==> src/hdl/assert_macros.svh <==
// ---------------------------------------------------------------------------
// Assertion helper macros
// Immediate-implication and next-cycle-implication property checks.
// ---------------------------------------------------------------------------
`ifndef ASSERT_MACROS_SVH
`define ASSERT_MACROS_SVH

// Consequent must hold in the same cycle as the antecedent.
`define CHK_NOW(label, clk, rst_n, ante, cons) \
  label: assert property (@(posedge clk) disable iff (!rst_n) (ante) |-> (cons)) \
    else $error("assertion failed: same-cycle check");

// Consequent must hold in the cycle after the antecedent.
`define CHK_NEXT(label, clk, rst_n, ante, cons) \
  label: assert property (@(posedge clk) disable iff (!rst_n) (ante) |=> (cons)) \
    else $error("assertion failed: next-cycle check");

`endif

==> src/hdl/bcs_pkg.sv <==
// ---------------------------------------------------------------------------
// bcs_pkg
// Shared types and constants of the Bezier curve sampler.
// ---------------------------------------------------------------------------
package bcs_pkg;

  localparam int MAX_POINTS_DEF = 16;
  localparam int COORD_W        = 24;
  localparam int U_W            = 17;
  localparam int PT_W           = 3 * COORD_W;
  localparam int LANES          = 3;

  localparam logic [U_W-1:0] ONE_Q16    = 17'h10000;
  localparam logic [U_W-1:0] MIN_STEP   = 17'd1058;
  localparam logic [U_W-1:0] RESET_STEP = 17'd6554;

  // pipeline depth after the last read of a pass, minus one
  localparam logic [1:0] DRAIN_LAST = 2'd2;

  typedef logic signed [COORD_W-1:0] coord_t;

  typedef enum logic [1:0] {
    S_LOAD,
    S_RUN,
    S_DRAIN,
    S_EMIT
  } state_t;

  typedef struct packed {
    logic pt_we;    // store incoming control point
    logic rd_en;    // read one working entry
    logic src_pts;  // read from the point store (first pass)
    logic lerp;     // this read closes an interpolation pair
    logic fin;      // single-output pass: result is the curve sample
  } cmd_t;

endpackage

==> src/hdl/bcs_ctrl.sv <==
// ---------------------------------------------------------------------------
// bcs_ctrl
// Sequencer: point loading, de Casteljau pass scheduling, sample stepping.
// ---------------------------------------------------------------------------
module bcs_ctrl #(
  parameter int MAX_POINTS = bcs_pkg::MAX_POINTS_DEF,
  localparam int AW        = $clog2(MAX_POINTS),
  localparam int CW        = $clog2(MAX_POINTS + 1)
) (
  input  logic                    clk,
  input  logic                    rst_n,
  input  logic                    cfg_we,
  input  logic [bcs_pkg::U_W-1:0] cfg_wdata,
  input  logic                    in_valid,
  output logic                    in_ready,
  input  logic                    in_set_end,
  output logic                    out_valid,
  input  logic                    out_ready,
  output logic [bcs_pkg::U_W-1:0] out_curve_u,
  output logic                    out_run_end,
  output bcs_pkg::cmd_t           cmd,
  output logic [AW-1:0]           rd_addr,
  output logic [AW-1:0]           wr_addr,
  output logic [AW-1:0]           pt_waddr,
  output logic [bcs_pkg::U_W-1:0] u_val
);

  localparam logic [CW-1:0] MAX_CNT = CW'(MAX_POINTS);
  localparam logic [CW-1:0] TWO     = CW'(2);

  bcs_pkg::state_t          state_r, state_nxt;
  logic [CW-1:0]            cnt_r, cnt_nxt;
  logic [CW-1:0]            n_r, n_nxt;
  logic [CW-1:0]            m_r, m_nxt;
  logic [AW-1:0]            j_r, j_nxt;
  logic                     first_r, first_nxt;
  logic                     last_r, last_nxt;
  logic [1:0]               drain_r, drain_nxt;
  logic [bcs_pkg::U_W-1:0]  u_r, u_nxt;
  logic [bcs_pkg::U_W-1:0]  step_r;
  logic [bcs_pkg::U_W-1:0]  step_eff;
  logic [bcs_pkg::U_W:0]    u_sum;
  logic [CW-1:0]            n_new;
  logic [CW-1:0]            m_dec;

  assign step_eff = (step_r < bcs_pkg::MIN_STEP) ? bcs_pkg::MIN_STEP : step_r;
  assign u_sum    = {1'b0, u_r} + {1'b0, step_eff};
  assign n_new    = (cnt_r < MAX_CNT) ? cnt_r + CW'(1) : cnt_r;
  assign m_dec    = m_r - CW'(1);

  assign rd_addr     = j_r;
  assign wr_addr     = j_r - AW'(1);
  assign pt_waddr    = cnt_r[AW-1:0];
  assign u_val       = u_r;
  assign out_curve_u = u_r;
  assign out_run_end = last_r;

  always_ff @(posedge clk) begin
    if (!rst_n) begin
      state_r <= bcs_pkg::S_LOAD;
      cnt_r   <= '0;
      n_r     <= '0;
      m_r     <= '0;
      j_r     <= '0;
      first_r <= 1'b0;
      last_r  <= 1'b0;
      drain_r <= '0;
      u_r     <= '0;
      step_r  <= bcs_pkg::RESET_STEP;
    end else begin
      state_r <= state_nxt;
      cnt_r   <= cnt_nxt;
      n_r     <= n_nxt;
      m_r     <= m_nxt;
      j_r     <= j_nxt;
      first_r <= first_nxt;
      last_r  <= last_nxt;
      drain_r <= drain_nxt;
      u_r     <= u_nxt;
      if (cfg_we) begin
        step_r <= cfg_wdata;
      end
    end
  end

  always_comb begin
    state_nxt = state_r;
    cnt_nxt   = cnt_r;
    n_nxt     = n_r;
    m_nxt     = m_r;
    j_nxt     = j_r;
    first_nxt = first_r;
    last_nxt  = last_r;
    drain_nxt = drain_r;
    u_nxt     = u_r;
    cmd       = '0;
    in_ready  = 1'b0;
    out_valid = 1'b0;
    case (state_r)
      bcs_pkg::S_LOAD: begin
        in_ready = 1'b1;
        if (in_valid) begin
          // drop points once the store is full
          if (cnt_r < MAX_CNT) begin
            cmd.pt_we = 1'b1;
            cnt_nxt   = cnt_r + CW'(1);
          end
          if (in_set_end) begin
            cnt_nxt = '0;
            if (n_new >= TWO) begin
              n_nxt     = n_new;
              m_nxt     = n_new;
              j_nxt     = '0;
              first_nxt = 1'b1;
              last_nxt  = 1'b0;
              u_nxt     = '0;
              state_nxt = bcs_pkg::S_RUN;
            end
          end
        end
      end
      bcs_pkg::S_RUN: begin
        cmd.rd_en   = 1'b1;
        cmd.src_pts = first_r;
        cmd.lerp    = (j_r != '0);
        cmd.fin     = (m_r == TWO);
        if (j_r == m_dec[AW-1:0]) begin
          drain_nxt = '0;
          state_nxt = bcs_pkg::S_DRAIN;
        end else begin
          j_nxt = j_r + AW'(1);
        end
      end
      bcs_pkg::S_DRAIN: begin
        // hold until the last write of this pass has landed
        if (drain_r == bcs_pkg::DRAIN_LAST) begin
          if (m_r == TWO) begin
            state_nxt = bcs_pkg::S_EMIT;
          end else begin
            m_nxt     = m_dec;
            j_nxt     = '0;
            first_nxt = 1'b0;
            state_nxt = bcs_pkg::S_RUN;
          end
        end else begin
          drain_nxt = drain_r + 2'd1;
        end
      end
      bcs_pkg::S_EMIT: begin
        out_valid = 1'b1;
        if (out_ready) begin
          if (last_r) begin
            state_nxt = bcs_pkg::S_LOAD;
          end else begin
            // past 1.0: close with the sample at exactly 1.0
            if (u_sum > {1'b0, bcs_pkg::ONE_Q16}) begin
              u_nxt    = bcs_pkg::ONE_Q16;
              last_nxt = 1'b1;
            end else begin
              u_nxt = u_sum[bcs_pkg::U_W-1:0];
            end
            m_nxt     = n_r;
            j_nxt     = '0;
            first_nxt = 1'b1;
            state_nxt = bcs_pkg::S_RUN;
          end
        end
      end
      default: begin
        state_nxt = bcs_pkg::S_LOAD;
      end
    endcase
  end

endmodule

==> config.mk <==
export PLATFORM = sky130hd
export DESIGN_NAME = bcs_ctrl
export DESIGN_NICKNAME = d
export VERILOG_FILES = /design/src/hdl/assert_macros.svh /design/src/hdl/bcs_pkg.sv /design/src/hdl/bcs_ctrl.sv
export SDC_FILE = /design/constraint.sdc
export NUM_CORES = 1
export LEC_CHECK = 0
export ABC_AREA = 1
export BUFFER_PORTS_ARGS = -buffer_cell sky130_fd_sc_hd__buf_2
export CAP_MARGIN = 40
export CELL_PAD_IN_SITES_DETAIL_PLACEMENT = 0
export CELL_PAD_IN_SITES_GLOBAL_PLACEMENT = 1
export CORE_MARGIN = 5
export CORE_UTILIZATION = 36
export DETAILED_ROUTE_END_ITERATION = 7
export PLACE_DENSITY = 0.82
export SETUP_SLACK_MARGIN = 0.3
export SLEW_MARGIN = 20
export SYNTH_ARGS = -nofsm -noshare
export SYNTH_HDL_FRONTEND = slang
export SYNTH_SLANG_ARGS = --single-unit
==> constraint.sdc <==
create_clock -name clk -period 2.9 [get_ports clk]
set_input_delay 0.58 -clock clk [delete_from_list [all_inputs] [get_ports clk]]
set_output_delay 0.58 -clock clk [all_outputs]
set_load 0.005 [all_outputs]
# Yosys cells after proc, flatten, opt, wreduce, memory -nomap -nowiden
# Cells that the tools add are included.
[word_totals]
reg_bits = 59
in_bits = 23
out_inout_bits = 54
[op_classes]
addsub = 6
magnitude_cmp = 4
eq_ne = 16
n_mux = 60
reduce_logical = 13
[ops]
columns = ["op", "count"]
rows = [
  ["$mux W17", 7],
  ["$mux W5", 9],
  ["$mux W4", 9],
  ["$pmux W17 S2", 1],
  ["$ne A2 B2 Y1 const B", 10],
  ["$mux W1", 19],
  ["$add A17 B17 Y18", 1],
  ["$gt A18 B17 Y1 const B", 1],
  ["$mux W2", 9],
  ["$lt A17 B11 Y1 const B", 1],
  ["$pmux W4 S4", 1],
  ["$reduce_and A8 Y1", 2],
  ["$pmux W5 S3", 1],
  ["$reduce_and A6 Y1", 2],
  ["$pmux W2 S4", 1],
  ["$eq A2 B2 Y1 const B", 3],
  ["$add A5 B1 Y5 const B", 1],
  ["$eq A5 B2 Y1 const B", 1],
  ["$ge A5 B2 Y1 const B", 1],
  ["$lt A5 B5 Y1 const B", 1],
  ["$reduce_and A5 Y1", 1],
  ["$sub A5 B1 Y5 const B", 1],
  ["$add A4 B1 Y4 const B", 1],
  ["$eq A4 B4 Y1", 1],
  ["other kinds (13)", 14],
]

# Depth between registers and ports, before layout
[depth]
depth_word = 8
mapped_depth = 24
ltp_nobuf = 23

# Worst setup path before layout
# OpenSTA, ideal clock, no wires.
[synth_timing]
path_kind = "register to register"
startpoint = "register step_r[13] in the netlist's numbering"
endpoint = "register u_r, in the netlist out_curve_u[13]"
setup_time_ns = 0.138
arrival_ns = 2.992
required_time_ns = 2.762
slack_ns = -0.230
path_stages_with_launch = 22
path_buffers = 1
path_cell_list = "dfxtp_1 -> or4_1 -> nor3_1 -> nand2_1 -> inv_1 -> nor2_1 -> ha_1 -> fa_1 -> nand2_2 -> nand2_2 -> nand4_2 -> nand2_1 -> nand2_1 -> nand2_2 -> nand2_1 -> nand2_1 -> xor2_1 -> nand2_1 -> nand2_4 -> buf_12 -> nand2_2 -> a21oi_2"
[synth_between]
elab_chain_len = 8
[synth_lines]
columns = ["item", "line_no", "source"]
rows = [
  ["start: declaration", "bcs_ctrl.sv:40", "logic [bcs_pkg::U_W-1:0] step_r;"],
  ["start signal: assignment", "bcs_ctrl.sv:69", "step_r <= bcs_pkg::RESET_STEP;"],
  ["start signal: assignment", "bcs_ctrl.sv:81", "step_r <= cfg_wdata;"],
  ["$lt A17 B11 Y1", "bcs_ctrl.sv:46", "assign step_eff = (step_r < bcs_pkg::MIN_STEP) ? bcs_pkg::MIN_STEP : step_r;"],
  ["$mux W17 *", "bcs_ctrl.sv:46", ""],
  ["$add A17 B17 Y18 *", "bcs_ctrl.sv:47", "assign u_sum = {1'b0, u_r} + {1'b0, step_eff};"],
  ["$gt A18 B17 Y1", "bcs_ctrl.sv:156", "if (u_sum > {1'b0, bcs_pkg::ONE_Q16}) begin"],
  ["$mux W17 *", "bcs_ctrl.sv:156", ""],
  ["$mux W17 *", "bcs_ctrl.sv:152", "if (last_r) begin"],
  ["$mux W17 *", "bcs_ctrl.sv:151", "if (out_ready) begin"],
  ["$pmux W17 S2 *", "bcs_ctrl.sv:99", "case (state_r)"],
  ["end signal: assignment", "bcs_ctrl.sv:79", "u_r <= u_nxt;"],
  ["end: declaration", "bcs_ctrl.sv:39", "logic [bcs_pkg::U_W-1:0] u_r, u_nxt;"],
]
# Mark *: on every way between the ends. The rest lies on a longest branch, timed or not. The select of a mux whose other input is x is not followed.
# A chain may end at the register's enable or synchronous reset.

# Worst setup path after layout
[layout_timing]
startpoint = "register step_r[13] in the netlist's numbering"
endpoint = "register u_r, in the netlist out_curve_u[2]"
# Same word-level chain as after synthesis.

==> impl_results.md <==
* I/O Buffers at 76
* Die Height at 117 um
* Global-route wire length before repair at 19500 um
* Worst slew margin at 48.9%
* Synth area leaders: dfxtp_1, nand2_1, a21oi_1, inv_1, ha_1
* Post-Syn Instances at 629
* Post-Syn Area per Cell at 6.57 um2
* Initial core utilization at 36.5%
* FMAX at 302 MHz
* Final core occ at 48.0%
* Crit share post-route at 114%
* Initial antenna violation count at 0
* Unrepaired setup endpoints after global routing: true
* Post-synthesis async set-or-reset flop share at 0%
* Clk_lat worst skew at 0.33 ns
* GR Util All Layers at 17.9%
* Synth Flop Type: dfxtp_1
* Mapped cell area at 4130 um2
* Power Dens Cells at 533 nW/um2
* Worst-path clk slew at 0.05 ns
* Worst Skew at 0.00473 ns
* Met1 usage at 25.2%
* CTS buffer count at 9
* CP cell instances: or4_4, nor3_4, nand2_2, inv_4, buf_4, nor2_1, ha_1, nand2_1, nand2_2, inv_1, buf_4, nand2_1, nand3_1, nand3_1, nand2_1, nor2_2, nand3_4, nand2_8, nand2_1, a21oi_1
* Max cap viols at 0
* Pleak at 0.00271 uW
* Slowest stage delay, CP at 0.53 ns
* Largest net degree at the start of global routing at 27
* Sequential fraction of the synthesis area at 28.6%
* CTS root buf: clkbuf_16
* Class of the worst hold path: reg -> reg
* Crit-path max FO at 8
* Worst setup margin at -0.413 ns
* CTS H-tree depth at 3
* Final Setup Violations at 18
* Startpoint Class: flop
* Slew Limit Fails at 0
* Number of library cell types mapped by synthesis at 39
* Diode count at 0
* GR Util met3 at 2.78%
* Starting DRT DRC Count at 271
* Std-Cell Rows at 39
* Yosys Warn Count at 0
* Post-Route WL at 12200 um
* Max clock buf depth at 2
* Pre-CTS WS at -0.468 ns
* Hold bufs inserted after CTS at 0
* Die width at 117 um
* Via count at 4375
* Yosys top cell by area: dfxtp_1
* Worst path required time at 3.16 ns
* Crit path kind: reg -> reg
* Sum Neg Setup Slack at -6.95 ns
* Layout area overhead at 31.6%
* Final Hold Viols at 0
* Status: finished with violations
* Global route total overflow at 0
* Total Die Area at 13700 um2
* CP arrival at 3.57 ns
* CTS tree: yes
* Met2 global-route usage at 27.3%
* GPL Wtd Cong at 0.876
* Commonest cells post-synth: nand2_1, inv_1, nor2_1, a21oi_1, dfxtp_1
* Share of cells above drive strength 1 at 31.8%
* Worst VDD drop at 0.000269 V
* Nets at 782
* Post-synth EDFFs at 0
* Grt peak-use layer: met2
* Most Frequent Cell on Critical Path: nand2_1
* Failing checks: negative setup slack
* Via density at 4.95
* Count leader, synth: nand2_1
* Yosys reg bits at 59
* Vias in the first global route at 4112
* I/O pin count at 77
* Core area at 11300 um2
* Hpwl dp at 8960 um
* Crit-path slowest cell: or4_4
* Remaining DRCs at 0
* First-pass DRT Iterations at 5
* CP Capture Type: flop
* Total clock sinks at 59
* Post-DR wirelength/cell at 13.8 um
* Mapped Nets at 676
* Final min period at 3.31 ns
* Slew at the pin with the worst max-slew slack at 0.766 ns
* Final ANT Viol Nets at 0
* Top cell type's share of synthesized area at 28.6%
[worst max-delay path: cells and delay by family, from the launching register on]
family,cells,cell delay [ns]
AND/OR/NAND/NOR,14,2.00
flip-flops,1,0.32
AO/OA/AOI/OAI,1,0.12
buffers and inverters,4,0.41
adder cells (fa/ha/maj),1,0.36
[stage by stage]
step | instances | hold WS [ns] | total power (uW) | area, um2
floorplan | 629 | 0.429 | 1470 | 4140
global placement | 861 | 0.448 | 1710 | 4850
detailed placement | 861 | 0.444 | 1730 | 4850
CTS | 881 | 0.452 | 2880 | 5280
global route | 883 | 0.474 | 3050 | 5440
finish | 883 | 0.454 | 2900 | 5440
[worst paths after layout]
check | from | endpoint | slack [ns] | depth (start not counted)
setup / recovery | step_r[13]$_SDFFE_PN0P_ | out_curve_u[2]$_SDFFE_PN0P_ | -0.41 | 20
hold / removal | n_r[2]$_SDFFE_PN0P_ | n_r[2]$_SDFFE_PN0P_ | 0.45 | 2
setup reg to reg | step_r[13]$_SDFFE_PN0P_ | out_curve_u[2]$_SDFFE_PN0P_ | -0.41 | 20
hold reg to reg | n_r[2]$_SDFFE_PN0P_ | n_r[2]$_SDFFE_PN0P_ | 0.45 | 2
[layer usage]
layer,share of wire (%),wire (um)
met1,49,5970
met2,45,5440
met3,4.5,552
met4,2.1,259
met5,0,0
[power breakdown]
part	switching, uW	internal (uW)	total [uW]
sequential	54.3	885	939
clock	394	749	1140
combinational	525	290	814
total	973	1920	2900
[area by class of cell]
type                            count  area (um2)
Multi-Input combinational cell    447        2630
Fill cell                        1124        5880
Sequential cell                    59        1180
Clock inverter                      5        77.6
Timing Repair Buffer              133         812
Inverter                           85         322
Tap cell                          143         179
Clock buffer                       11         233
[state kept, by name, indices dropped and copies added, names as in the netlist]
| name | count |
|---|---|
| cnt_r | 5 |
| drain_r | 2 |
| first_r | 1 |
| m_r | 5 |
| n_r | 5 |
| out_curve_u | 17 |
| out_run_end | 1 |
| rd_addr | 4 |
| state_r | 2 |
| step_r | 17 |
[cell usage in the layout, fill, tap and decap left out, types with 3 or more instances in the layout]
cell type  netlist  final
nor3_1           6      5
nand2_2         21     31
nand3_1         30     28
xor2_1          10      9
nand4_1          4      4
nand2_1        145    128
nand3_2          3      4
nor2_1          64     62
inv_2            3      6
dfxtp_1         59     58
a22oi_1          4      4
nand2_4          1      7
o21ai_0         34     34
a21oi_1         61     53
a21oi_2         12     18
ha_4             0      3
buf_4           21     56
nand3b_1         5      5
clkbuf_16        0      9
ha_1            23     20
inv_1           81     77
buf_2            3     76
[cells by family (layout without fill, tap and decap cells)]
logic type	count (synthesis)	after routing	synth area share (%)
AND/OR/NAND/NOR	287	288	30.8
buffers and inverters	124	234	13.7
AO/OA/AOI/OAI	123	123	17.0
flip-flops	59	59	28.6
adder cells (fa/ha/maj)	24	24	7.45
XOR/XNOR	12	12	2.54
[repair_timing]
action | CTS | global route
setup buffers | 3 | 2
pin swaps | 7 | 7
cloned | 1 | 0
endpoints found under the setup margin | 18 | 18
resized for setup | 22 | 33
Power figures use the tool's default switching activity.
